<file path="src/hw/rtl/sparse_min_max_feature_scaler_top_assert.svh">
// Assertion macros used by the scaler back end.
`ifndef SPARSE_MIN_MAX_FEATURE_SCALER_TOP_ASSERT_SVH
`define SPARSE_MIN_MAX_FEATURE_SCALER_TOP_ASSERT_SVH
`ifndef SYNTHESIS
`define SMS_ASSERT_IMP(lbl, ante, cons, msg) \
	lbl: assert property (@(posedge clk) disable iff (!arst_n) (ante) |-> (cons)) \
		else $error(msg);
`define SMS_ASSERT_NXT(lbl, ante, cons, msg) \
	lbl: assert property (@(posedge clk) disable iff (!arst_n) (ante) |=> (cons)) \
		else $error(msg);
`else
`define SMS_ASSERT_IMP(lbl, ante, cons, msg)
`define SMS_ASSERT_NXT(lbl, ante, cons, msg)
`endif
`endif

</file>
<file path="src/hw/rtl/sms_pkg.sv">
// Types, codes and constants of the sparse min-max feature scaler.
package sms_pkg;
	localparam int DEF_FEATURE_SLOTS = 64;
	localparam int QUEUE_DEPTH = 4;

	localparam logic signed [31:0] I32_MIN = 32'sh8000_0000;
	localparam logic signed [31:0] I32_MAX = 32'sh7fff_ffff;

	localparam logic [2:0] KIND_CLEAR       = 3'd0;
	localparam logic [2:0] KIND_SCAN_ELEM   = 3'd1;
	localparam logic [2:0] KIND_GATH_LABEL  = 3'd2;
	localparam logic [2:0] KIND_GATH_ELEM   = 3'd3;
	localparam logic [2:0] KIND_GATH_END    = 3'd4;
	localparam logic [2:0] KIND_SCALE_LABEL = 3'd5;
	localparam logic [2:0] KIND_SCALE_ELEM  = 3'd6;
	localparam logic [2:0] KIND_SCALE_END   = 3'd7;

	localparam logic [2:0] REG_RANGE_LOW  = 3'd0;
	localparam logic [2:0] REG_RANGE_HIGH = 3'd1;
	localparam logic [2:0] REG_LABEL_ON   = 3'd2;
	localparam logic [2:0] REG_LABEL_LOW  = 3'd3;
	localparam logic [2:0] REG_LABEL_HIGH = 3'd4;

	typedef enum logic [2:0] {
		OP_CLR,
		OP_WIDEN,
		OP_EMIT,
		OP_LGATH,
		OP_LSCALE
	} op_kind_t;

	typedef struct packed {
		logic [2:0]         kind;
		logic [5:0]         feature_index;
		logic signed [31:0] value;
	} in_item_t;

	typedef struct packed {
		logic [5:0]         out_index;
		logic signed [31:0] out_value;
		logic               is_label;
		logic               last;
	} out_item_t;

	typedef struct packed {
		op_kind_t           kind;
		logic [5:0]         slot;
		logic signed [31:0] value;
		logic               fin;
	} op_t;

	typedef struct packed {
		logic signed [31:0] range_low;
		logic signed [31:0] range_high;
		logic               label_scaling_on;
		logic signed [31:0] label_low;
		logic signed [31:0] label_high;
	} cfg_t;
endpackage

</file>
<file path="src/hw/rtl/sms_queue.sv">
// Short queue of table operations between the front and back ends.
module sms_queue (
	input  logic         clk,
	input  logic         arst_n,
	input  logic         push_valid,
	output logic         push_ready,
	input  sms_pkg::op_t push_op,
	output logic         pop_valid,
	input  logic         pop_ready,
	output sms_pkg::op_t pop_op
);
	import sms_pkg::*;

	localparam int PW = $clog2(QUEUE_DEPTH);
	localparam logic [PW:0] DEPTH_C = (PW + 1)'(QUEUE_DEPTH);

	op_t           buf_q [QUEUE_DEPTH];
	logic [PW-1:0] wr_q;
	logic [PW-1:0] rd_q;
	logic [PW:0]   cnt_q;
	logic          do_push;
	logic          do_pop;

	assign push_ready = (cnt_q != DEPTH_C);
	assign pop_valid = (cnt_q != '0);
	assign do_push = push_valid && push_ready;
	assign do_pop = pop_valid && pop_ready;
	assign pop_op = buf_q[rd_q];

	always_ff @(posedge clk) begin
		if (do_push) begin
			buf_q[wr_q] <= push_op;
		end
	end

	always_ff @(posedge clk or negedge arst_n) begin
		if (!arst_n) begin
			wr_q <= '0;
			rd_q <= '0;
			cnt_q <= '0;
		end else begin
			if (do_push) begin
				wr_q <= wr_q + PW'(1);
			end
			if (do_pop) begin
				rd_q <= rd_q + PW'(1);
			end
			if (do_push && !do_pop) begin
				cnt_q <= cnt_q + (PW + 1)'(1);
			end else if (do_pop && !do_push) begin
				cnt_q <= cnt_q - (PW + 1)'(1);
			end
		end
	end
endmodule

</file>
<file path="config.mk">
export PLATFORM = sky130hd
export DESIGN_NAME = sms_queue
export DESIGN_NICKNAME = d
export VERILOG_FILES = /design/src/hw/rtl/sparse_min_max_feature_scaler_top_assert.svh /design/src/hw/rtl/sms_pkg.sv /design/src/hw/rtl/sms_queue.sv
export SDC_FILE = /design/constraint.sdc
export NUM_CORES = 1
export LEC_CHECK = 0
export BUFFER_PORTS_ARGS = -buffer_cell sky130_fd_sc_hd__buf_2
export CAP_MARGIN = 20
export CORE_UTILIZATION = 51
export DETAILED_ROUTE_END_ITERATION = 6
export MAX_ROUTING_LAYER = met4
export PLACE_DENSITY_LB_ADDON = 0.05
export SETUP_SLACK_MARGIN = 0.02
export SYNTH_ARGS = -nofsm -noshare
export SYNTH_HDL_FRONTEND = slang
export SYNTH_SLANG_ARGS = --single-unit
</file>
<file path="constraint.sdc">
create_clock -name clk -period 2.2 [get_ports clk]
set_input_delay 0.33 -clock clk [delete_from_list [all_inputs] [get_ports clk]]
set_output_delay 0.33 -clock clk [all_outputs]
set_load 0.01 [all_outputs]
</file>
==> out/metrics.yaml <==
status:
  status: "completed"
hold_path:
  min_from: "push_op[13]"
  hold_path_depth: 1
  hold_path_class: "in -> reg"
worst_setup_path:
  cp_max_fo: 15
  slowest_delay_ns: 0.53
  reg2reg_slack_ns: 0.15
  cp_slowest_cell: "mux4_2"
  crit_type: "reg -> out"
  endpoint: "pop_op[10]"
  worstRegToRegCells: 8
  crit_path_start: "rd_q[0]$_DFFE_PN0P_"
  r2r_end: "cnt_q[2]$_DFFE_PN0P_"
  end_kind: "output pin"
  path_cells: "buf_12 > mux4_2 > buf_2"
  cp.arrival_ns: 1.80
  required_ns: 1.87
  startpoint_type: "flop"
  r2r-start: "cnt_q[0]$_DFFE_PN0P_"
sta:
  fin_crit_sh: 0.967
  final.min_clock_period_ns: 2.13
  finalWorstSetupSlack_ns: 0.0717
  final.setup_skew_ns: 0.00817
  max_freq_mhz: 470
  fin_tns_setup_ns: 0
  slew_headroom: 0.752
  worstMarginPinSlew_ns: 0.372
  rsz0062_at_grt: "yes"
  setup_viol: 0
  maxSlewViolCount: 0
  final_hold_viol_count: 0
layout:
  syn_to_final_growth_pct: 19.6
  drive_gt1_frac: 0.473
  num-fill-cells: 849
  nets: 424
  final_cell_mix: "168 x edfxtp_1, 87 x buf_2, 40 x mux4_2, 17 x clkbuf_16, 16 x buf_4"
  final_common_cell: "edfxtp_1"
  antenna_cells: 0
synthesis:
  synth-xor-area-share: 0.00805
  synth_compound_area_frac: 0.00172
  synth_top_area_share: 0.773
  synth_warnings: 0
  syn_area_per_cell_um2: 25.6
  syn_nets: 307
  ys_top_cells_by_area: "edfxtp_1 77%, mux4_2 13%, dfrtp_1 2.7%"
  synth_area_leader_cell: "edfxtp_1"
  synthDistinctLibCells: 19
  synth-simple-area-share: 0.00786
  syn-cell-area_um2: 6530
  synth_cells: 255
  synthAdderAreaFrac: 0.0126
  synth_top_family_by_area: "multiplexers"
  ys_ff_latch: 175
  synth.area.mux_share: 0.151
  ys_seq_area_frac: 0.800
power_and_ir_drop:
  p_leak_nw: 2.72
  p_per_area_nw_per_um2: 1350
  p_sw_mw: 2.90
  max-vdd-ir-drop_mv: 0.797
  swShare: 0.275
  p_total_mw: 10.5
  p_int_mw: 7.64
  clockPowerShare: 0.261
  pwr-share-comb: 0.301
  p_seq_frac: 0.438
cts:
  insertion_delay_ns: 0.42
  cts_inserted_buffers: 17
  cts.path.max_buffers: 2
  htreeDepth: 4
  root_buffer: "clkbuf_16"
  cts.clk_slew.worst_paths_ns: 0.06
  tritoncts: "done"
  cts.sinks: 175
drt:
  dr_total_vias: 2888
  drc: 0
  first_pass_iters: 4
  drtAntennaViolNets: 0
  routed_wl_um: 10500
  post_drt_wl_per_cell_um: 19.1
  viasPerCell: 5.22
  first_iter_violations: 259
die:
  die_w_um: 115
  core_um2: 12300
  rows: 40
  start_util: 0.532
  io_pins: 90
  die-area_um2: 13300
  fp.dieH_um: 115
placement:
  dp_slack_ns: 0.101
  io_buffers: 89
  hpwl_um: 6540
  gp_congestion: 0.724
grt:
  grt_max_degree: 26
  antenna_found_initial: 0
  grt_overflow: 0
  grt_pass1_vias: 3110
  grt_usage: 0.183
  grt_pass1_wl_um: 16300
flow_run:
  maxCapViolations: 0
## sequential cells by signal, summed over array words and instances, names as in the netlist
name   count
buf_q    168
cnt_q      3
rd_q       2
wr_q       2
## Yosys cell counts
library cell,instances
edfxtp_1,168
mux4_2,38
dfrtp_1,7
buf_2,5
ha_1,5
and2_1,4
buf_12,4
mux4_1,4
xnor2_1,4
inv_1,3
mux2_2,2
nand2_1,2
nor2_1,2
xor2_1,2
a21boi_2,1
buf_6,1
fa_1,1
nand3_1,1
or3_1,1
## final cells by class
type | instances | area, um^2 | area share
multi-input combinational | 67 | 1190 | 0.152
timing repair buffer | 108 | 632 | 0.0809
tap | 168 | 210 | 0.0269
clock inverter | 9 | 92.6 | 0.0119
clock buffer | 23 | 448 | 0.0574
sequential | 175 | 5230 | 0.669
inverter | 3 | 11.3 | 0.00144
## per-layer routing
layer | GRT usage | share of wire | vias to the layer above
li1 | - | - | 1311
met1 | 0.218 | 0.42 | 1489
met2 | 0.291 | 0.51 | 74
met3 | 0.0538 | 0.048 | 14
met4 | 0.0805 | 0.016 | 0
met5 | - | 0 | -
## power groups by stage
stage	registers, mW	logic [mW]	clock network (mW)
after floorplan	4.60	2.18	0
after global placement	4.68	3.10	0
after detailed placement	4.72	3.14	0
after CTS	4.63	3.20	2.82
after global routing	4.68	3.47	2.94
final	4.62	3.18	2.75
## timing repair
item                       4_1_cts  5_1_grt
setup buffers                    1        2
hold endpoints to repair         7        0
setup endpoints to repair       37        9
resized for setup                1        9
hold buffers                     1        0
## cells by family (layout without fill, tap and decap cells)
group / after synthesis / after routing
adder cells (fa/ha/maj): 6 / 6
AND/OR/NAND/NOR: 10 / 10
AO/OA/AOI/OAI: 1 / 1
buffers and inverters: 13 / 143
flip-flops: 175 / 175
multiplexers: 44 / 44
XOR/XNOR: 6 / 6
## worst min-delay path by stage
stage	slack, ns	to
after floorplan	0.03	cnt_q[0]$_DFFE_PN0P_
after global placement	0.18	cnt_q[2]$_DFFE_PN0P_
after detailed placement	0.18	cnt_q[2]$_DFFE_PN0P_
after CTS	0.10	buf_q[0][38]$_DFFE_PP_
after global routing	0.11	buf_q[3][19]$_DFFE_PP_
final	0.12	buf_q[1][13]$_DFFE_PP_
## critical path: cells and delay by family (launching register included)
kind | cells | cell delay (ns)
buffers and inverters | 2 | 0.34
multiplexers | 1 | 0.53
flip-flops | 1 | 0.49
## through the flow
stage	util	cells	instance area (um^2)	hold WS [ns]
detailed placement	0.588	517	7220	0.177
finish	0.637	553	7810	0.121
floorplan	-	255	6530	0.0344
global placement	0.588	517	7220	0.180
CTS	0.634	551	7780	0.104
global route	0.637	553	7810	0.111
Power figures use the tool's default switching activity.
