### config.mk
export PLATFORM = sky130hd
export DESIGN_NAME = sms_front
export DESIGN_NICKNAME = d
export VERILOG_FILES = /design/src/hw/rtl/sparse_min_max_feature_scaler_top_assert.svh /design/src/hw/rtl/sms_pkg.sv /design/src/hw/rtl/sms_front.sv
export SDC_FILE = /design/constraint.sdc
export NUM_CORES = 1
export LEC_CHECK = 0
export ABC_CLOCK_PERIOD_IN_PS = 2600
export BUFFER_PORTS_ARGS = -buffer_cell sky130_fd_sc_hd__buf_2
export CORE_MARGIN = 1
export CORE_UTILIZATION = 50
export CTS_CLUSTER_DIAMETER = 60
export DETAILED_ROUTE_END_ITERATION = 8
export PLACE_DENSITY = 0.75
export SLEW_MARGIN = 40
export SYNTH_ARGS = -nofsm -noshare
export SYNTH_HDL_FRONTEND = slang
export SYNTH_SLANG_ARGS = --single-unit
export TNS_END_PERCENT = 20
### constraint.sdc
create_clock -name clk -period 2.6 [get_ports clk]
set_input_delay 0.52 -clock clk [delete_from_list [all_inputs] [get_ports clk]]
set_output_delay 0.52 -clock clk [all_outputs]
set_load 0.1 [all_outputs]
### src/hw/rtl/sparse_min_max_feature_scaler_top_assert.svh
// Assertion macros used by the scaler back end.
`ifndef SPARSE_MIN_MAX_FEATURE_SCALER_TOP_ASSERT_SVH
`define SPARSE_MIN_MAX_FEATURE_SCALER_TOP_ASSERT_SVH
`ifndef SYNTHESIS
`define SMS_ASSERT_IMP(lbl, ante, cons, msg) \
	lbl: assert property (@(posedge clk) disable iff (!arst_n) (ante) |-> (cons)) \
		else $error(msg);
`define SMS_ASSERT_NXT(lbl, ante, cons, msg) \
	lbl: assert property (@(posedge clk) disable iff (!arst_n) (ante) |=> (cons)) \
		else $error(msg);
`else
`define SMS_ASSERT_IMP(lbl, ante, cons, msg)
`define SMS_ASSERT_NXT(lbl, ante, cons, msg)
`endif
`endif

### src/hw/rtl/sms_pkg.sv
// Types, codes and constants of the sparse min-max feature scaler.
package sms_pkg;
	localparam int DEF_FEATURE_SLOTS = 64;
	localparam int QUEUE_DEPTH = 4;

	localparam logic signed [31:0] I32_MIN = 32'sh8000_0000;
	localparam logic signed [31:0] I32_MAX = 32'sh7fff_ffff;

	localparam logic [2:0] KIND_CLEAR       = 3'd0;
	localparam logic [2:0] KIND_SCAN_ELEM   = 3'd1;
	localparam logic [2:0] KIND_GATH_LABEL  = 3'd2;
	localparam logic [2:0] KIND_GATH_ELEM   = 3'd3;
	localparam logic [2:0] KIND_GATH_END    = 3'd4;
	localparam logic [2:0] KIND_SCALE_LABEL = 3'd5;
	localparam logic [2:0] KIND_SCALE_ELEM  = 3'd6;
	localparam logic [2:0] KIND_SCALE_END   = 3'd7;

	localparam logic [2:0] REG_RANGE_LOW  = 3'd0;
	localparam logic [2:0] REG_RANGE_HIGH = 3'd1;
	localparam logic [2:0] REG_LABEL_ON   = 3'd2;
	localparam logic [2:0] REG_LABEL_LOW  = 3'd3;
	localparam logic [2:0] REG_LABEL_HIGH = 3'd4;

	typedef enum logic [2:0] {
		OP_CLR,
		OP_WIDEN,
		OP_EMIT,
		OP_LGATH,
		OP_LSCALE
	} op_kind_t;

	typedef struct packed {
		logic [2:0]         kind;
		logic [5:0]         feature_index;
		logic signed [31:0] value;
	} in_item_t;

	typedef struct packed {
		logic [5:0]         out_index;
		logic signed [31:0] out_value;
		logic               is_label;
		logic               last;
	} out_item_t;

	typedef struct packed {
		op_kind_t           kind;
		logic [5:0]         slot;
		logic signed [31:0] value;
		logic               fin;
	} op_t;

	typedef struct packed {
		logic signed [31:0] range_low;
		logic signed [31:0] range_high;
		logic               label_scaling_on;
		logic signed [31:0] label_low;
		logic signed [31:0] label_high;
	} cfg_t;
endpackage

### src/hw/rtl/sms_front.sv
// Front end: accepts items, tracks indices and expands items into table operations.
module sms_front #(
	parameter int FEATURE_SLOTS = sms_pkg::DEF_FEATURE_SLOTS
) (
	input  logic              clk,
	input  logic              arst_n,
	input  logic              req_valid,
	output logic              req_ready,
	input  sms_pkg::in_item_t req,
	output logic              op_valid,
	input  logic              op_ready,
	output sms_pkg::op_t      op
);
	import sms_pkg::*;

	localparam logic [6:0] SLOTS7 = 7'(FEATURE_SLOTS);

	typedef enum logic [1:0] {
		F_IDLE = 2'b01,
		F_EMIT = 2'b10
	} fstate_t;

	fstate_t            st_q;
	logic [5:0]         highest_q;
	logic [6:0]         expect_q;
	logic [5:0]         cur_q;
	logic [5:0]         stop_q;
	op_kind_t           kind_q;
	logic signed [31:0] val_q;
	logic               accept;
	logic               idx_ok;
	logic               in_range;
	logic               at_stop;

	assign req_ready = (st_q == F_IDLE);
	assign accept = req_valid && req_ready;
	assign in_range = {1'b0, req.feature_index} < SLOTS7;
	assign idx_ok = in_range && (req.feature_index != 6'd0) &&
		(req.feature_index <= highest_q);
	assign at_stop = (cur_q == stop_q);

	assign op_valid = (st_q == F_EMIT);
	assign op.kind = kind_q;
	assign op.slot = cur_q;
	assign op.value = at_stop ? val_q : 32'sd0;
	assign op.fin = at_stop;

	always_ff @(posedge clk or negedge arst_n) begin
		if (!arst_n) begin
			st_q <= F_IDLE;
			highest_q <= '0;
			expect_q <= 7'd1;
			cur_q <= '0;
			stop_q <= '0;
			kind_q <= OP_CLR;
			val_q <= '0;
		end else if (st_q == F_IDLE) begin
			if (accept) begin
				case (req.kind)
					KIND_CLEAR: begin
						highest_q <= '0;
						expect_q <= 7'd1;
						kind_q <= OP_CLR;
						cur_q <= '0;
						stop_q <= '0;
						val_q <= '0;
						st_q <= F_EMIT;
					end
					KIND_SCAN_ELEM: begin
						if (in_range && req.feature_index > highest_q) begin
							highest_q <= req.feature_index;
						end
					end
					KIND_GATH_LABEL, KIND_SCALE_LABEL: begin
						expect_q <= 7'd1;
						kind_q <= (req.kind == KIND_GATH_LABEL) ? OP_LGATH : OP_LSCALE;
						cur_q <= '0;
						stop_q <= '0;
						val_q <= req.value;
						st_q <= F_EMIT;
					end
					KIND_GATH_ELEM, KIND_SCALE_ELEM: begin
						if (idx_ok) begin
							expect_q <= {1'b0, req.feature_index} + 7'd1;
							kind_q <= (req.kind == KIND_GATH_ELEM) ? OP_WIDEN : OP_EMIT;
							cur_q <= (expect_q < {1'b0, req.feature_index}) ?
								expect_q[5:0] : req.feature_index;
							stop_q <= req.feature_index;
							val_q <= req.value;
							st_q <= F_EMIT;
						end
					end
					default: begin
						expect_q <= 7'd1;
						if (expect_q <= {1'b0, highest_q}) begin
							kind_q <= (req.kind == KIND_GATH_END) ? OP_WIDEN : OP_EMIT;
							cur_q <= expect_q[5:0];
							stop_q <= highest_q;
							val_q <= '0;
							st_q <= F_EMIT;
						end
					end
				endcase
			end
		end else begin
			if (op_ready) begin
				if (at_stop) begin
					st_q <= F_IDLE;
				end else begin
					cur_q <= cur_q + 6'd1;
				end
			end
		end
	end
endmodule

==> results.json <==
{
  "outcome": "finished, final reports clean",
  "mostFrequentLayoutCells": "sky130_fd_sc_hd__nand2_1 (95), sky130_fd_sc_hd__buf_2 (55), sky130_fd_sc_hd__dfrtp_1 (54)",
  "critical_path.cell_chain": "xnor2_1 -> nand4_1 -> nor3_4 -> buf_4 -> and2_4 -> buf_12",
  "antenna-diode-count": 0,
  "cp_max_fo": 17,
  "seq_area_frac_synth_pct": 39.9,
  "syn_nets": 485,
  "syn_area_per_cell_um2": 9.28,
  "drtPass1Iterations": 5,
  "crit_path_top_delay_cell": "sky130_fd_sc_hd__dfrtp_4",
  "tritoncts_clock_tree": "yes",
  "setup-violations-final": 0,
  "gp_congestion": 0.951,
  "grt-ovfl-total": 0,
  "clock_skew_ns": 0.00593,
  "drv.max_cap_violation_count": 0,
  "floorplan.core_area_um2": 7410,
  "synth.distinct_cells": 49,
  "postCtsHoldBufs": 0,
  "grt_first_pass_wirelength_um": 17100,
  "dominantRegCellSynth": "sky130_fd_sc_hd__dfrtp_1",
  "synth_enable_flop_cells": 0,
  "p_leak_uw": 0.00252,
  "met3_usage_pct": 6.06,
  "element_type_at_the_critical_path_start": "flip-flop",
  "crit_path_capture_type": "output pin",
  "critical_path_arrival_ns": 1.98,
  "global_route.usage.met1_pct": 34.6,
  "synth_area_um2": 3900,
  "placedCellCount": 610,
  "vias_per_cell": 5.59,
  "detail_route.drc_violations": 0,
  "worst_pin_slew_ns": 0.564,
  "postSynthRegisterBits": 62,
  "power_uw": 5920,
  "cts_root_buf": "sky130_fd_sc_hd__clkbuf_8",
  "timing.setup.critical_path_class": "flip-flop to output pin",
  "finalHoldViolations": 0,
  "finalNonFillerCells": 625,
  "synth_async_sr_flop_share_pct": 100,
  "tritoncts.num_buffers": 9,
  "worst_ep_required_time_ns": 2.08,
  "horiz_die_dim_um": 90.3,
  "cts_max_level": 3,
  "initial_core_util_pct": 52.6,
  "worst-r2r-cell-count": 8,
  "clk_pin_slew_ns": 0.07,
  "clk_path_buf_depth": 2,
  "cell_area_power_density_nw_per_um2": 1120,
  "holdWs_ns": 0.246,
  "max_freq_mhz": 400,
  "final-max-slew-violation-count": 0,
  "postCtsSetupRepairBufs": 0,
  "setup_total_negative_slack_ns": 0,
  "r2r_setup_slack_ns": 0.22,
  "preCtsSetupSlack_ns": 0.0282,
  "critical_path.reg2reg.startpoint": "expect_q[0]$_DFFE_PN1P_",
  "grtUsageMet2_pct": 43.7,
  "synth_top_area_share_pct": 38.5,
  "route.final.wire_length_um": 10100,
  "iteration_0_drc_markers": 205,
  "drt-wirelength-per-cell_um": 16.2,
  "grt_setup_unrepaired": "yes",
  "layout.cells.most_common": "sky130_fd_sc_hd__nand2_1",
  "global_route.usage.total_pct": 26.9,
  "cell_count_after_synthesis": 420,
  "final_critical_path_time_including_i_o_delays_and_setup_ns": 2.50,
  "finalNetCount": 587,
  "die_h_um": 90.3,
  "setup_ws_final_ns": 0.100,
  "ioPinCount": 89,
  "insertion_delay_ns": 0.34,
  "dpl.hpwl_um": 7680,
  "final_layout_size_suffix_gt1_share_pct": 40.7,
  "count_of_vias_placed_by_the_detailed_router": 3494,
  "worstReg2RegEnd": "cur_q[3]$_DFFE_PN0P_",
  "grt_start_max_net_pins": 63,
  "placementRows": 31,
  "timing.slew.headroom_pct": 62.4,
  "clock_sink_count": 62,
  "synth_top_cell_by_area": "sky130_fd_sc_hd__dfrtp_1",
  "layout-area-overhead-vs-synth_pct": 36.1,
  "globalRoute.busiestLayer": "met2",
  "buffer_ports.inserted": 88,
  "worst_ir_drop_vdd_mv": 0.427,
  "number_of_global_route_vias_before_repair": 3460,
  "antenna_viol_nets_final": 0,
  "grt_antenna_before_repair": 0,
  "min_path_type": "primary input to asynchronous set/reset pin",
  "floorplan.die_area_um2": 8150,
  "post_synth_main_area_contributors": "sky130_fd_sc_hd__dfrtp_1 (39%), sky130_fd_sc_hd__o21ai_2 (9.2%), sky130_fd_sc_hd__nand2_1 (9.1%)",
  "yosys_warnings": 0,
  "critical-path-max-stage-delay_ns": 0.52,
  "final.period_utilization_pct": 96.1
}
==> state kept, by name, indices dropped and copies added (netlist names) <==
register   count
expect_q       7
highest_q      6
st_q           2
cur_q          6
val_q         32
kind_q         3
stop_q         6
==> cell type report <==
cell class                      instances  area [µm²]
Tap cell                               99         124
Fill cell                             573        2100
Clock inverter                          1        30.0
Clock buffer                           14         153
Sequential cell                        62        1560
Timing Repair Buffer                  112        1150
Inverter                               22        82.6
Multi-Input combinational cell        315        2200
==> synthesized netlist by cell type, types with 2 or more instances <==
master,number
sky130_fd_sc_hd__dfrtp_1,60
sky130_fd_sc_hd__buf_2,2
sky130_fd_sc_hd__clkbuf_1,9
sky130_fd_sc_hd__nor3_1,4
sky130_fd_sc_hd__mux2i_1,7
sky130_fd_sc_hd__nand2b_1,2
sky130_fd_sc_hd__ha_1,20
sky130_fd_sc_hd__o21a_1,3
sky130_fd_sc_hd__inv_1,21
sky130_fd_sc_hd__xnor2_1,10
sky130_fd_sc_hd__a21o_1,5
sky130_fd_sc_hd__o211ai_1,2
sky130_fd_sc_hd__and3_1,2
sky130_fd_sc_hd__o211ai_4,2
sky130_fd_sc_hd__o21ai_0,5
sky130_fd_sc_hd__nor3_2,2
sky130_fd_sc_hd__and2_1,34
sky130_fd_sc_hd__or4b_1,2
sky130_fd_sc_hd__nand4_1,3
sky130_fd_sc_hd__a221oi_1,6
sky130_fd_sc_hd__a21oi_1,12
sky130_fd_sc_hd__o31ai_1,7
sky130_fd_sc_hd__dfstp_2,2
sky130_fd_sc_hd__nand2_1,95
sky130_fd_sc_hd__nand3_1,7
sky130_fd_sc_hd__a22oi_1,5
sky130_fd_sc_hd__nor2_1,8
sky130_fd_sc_hd__nor2b_1,4
sky130_fd_sc_hd__a211oi_1,4
sky130_fd_sc_hd__o22ai_1,6
sky130_fd_sc_hd__o21ai_2,41
sky130_fd_sc_hd__buf_6,8
sky130_fd_sc_hd__xor2_1,3
sky130_fd_sc_hd__buf_4,2
==> routing by layer <==
| metal | wire, µm | vias to the layer above | part of all wire, % |
|---|---|---|---|
| li1 | - | 1667 | - |
| met1 | 4170 | 1659 | 41 |
| met2 | 5080 | 138 | 50 |
| met3 | 621 | 30 | 6.1 |
| met4 | 269 | 0 | 2.7 |
| met5 | 0 | - | 0 |
==> metrics by stage <==
| step | utilization (%) | instance area [µm²] |
|---|---|---|
| finish | 71.6 | 5300 |
| global route | 71.6 | 5300 |
| CTS | 71.5 | 5300 |
| detailed placement | 69.0 | 5110 |
| global placement | 69.0 | 5110 |
| floorplan | - | 3980 |
==> where the power goes <==
| part | leakage [µW] | switching, µW | total, µW | internal [µW] |
|---|---|---|---|---|
| Sequential | 0.000785 | 363 | 1800 | 1440 |
| Combinational | 0.00164 | 2190 | 3300 | 1110 |
| Clock | 0.0000908 | 355 | 821 | 466 |
==> worst max-delay path: cells and delay by family, from the launching register on <==
family,cells,cell delay [ns]
buffers and inverters,2,0.42
XOR/XNOR,1,0.16
flip-flops,1,0.52
AND/OR/NAND/NOR,3,0.53
==> worst max-delay path by stage <==
stage                               from                   end
floorplan           cur_q[2]$_DFFE_PN0P_                op[10]
global placement                 req[36]  cur_q[5]$_DFFE_PN0P_
detailed placement               req[36]  cur_q[2]$_DFFE_PN0P_
CTS                 cur_q[2]$_DFFE_PN0P_                 op[2]
global route        cur_q[2]$_DFFE_PN0P_                op[28]
finish              cur_q[2]$_DFFE_PN0P_                op[24]
==> kinds of logic (layout without fill, tap and decap cells) <==
group / Yosys count / after routing / synth area share, %
buffers and inverters: 43 / 149 / 5.94
AND/OR/NAND/NOR: 168 / 168 / 20.6
adder cells (fa/ha/maj): 20 / 20 / 6.42
XOR/XNOR: 13 / 13 / 2.92
AO/OA/AOI/OAI: 106 / 106 / 22.2
multiplexers: 8 / 8 / 2.09
flip-flops: 62 / 62 / 39.9
==> timing repair <==
item	in CTS	in global routing
gates cloned	0	0
endpoints found under the setup margin	1	32
resized for setup	1	1
No activity file was read; power rests on OpenSTA's default activity.
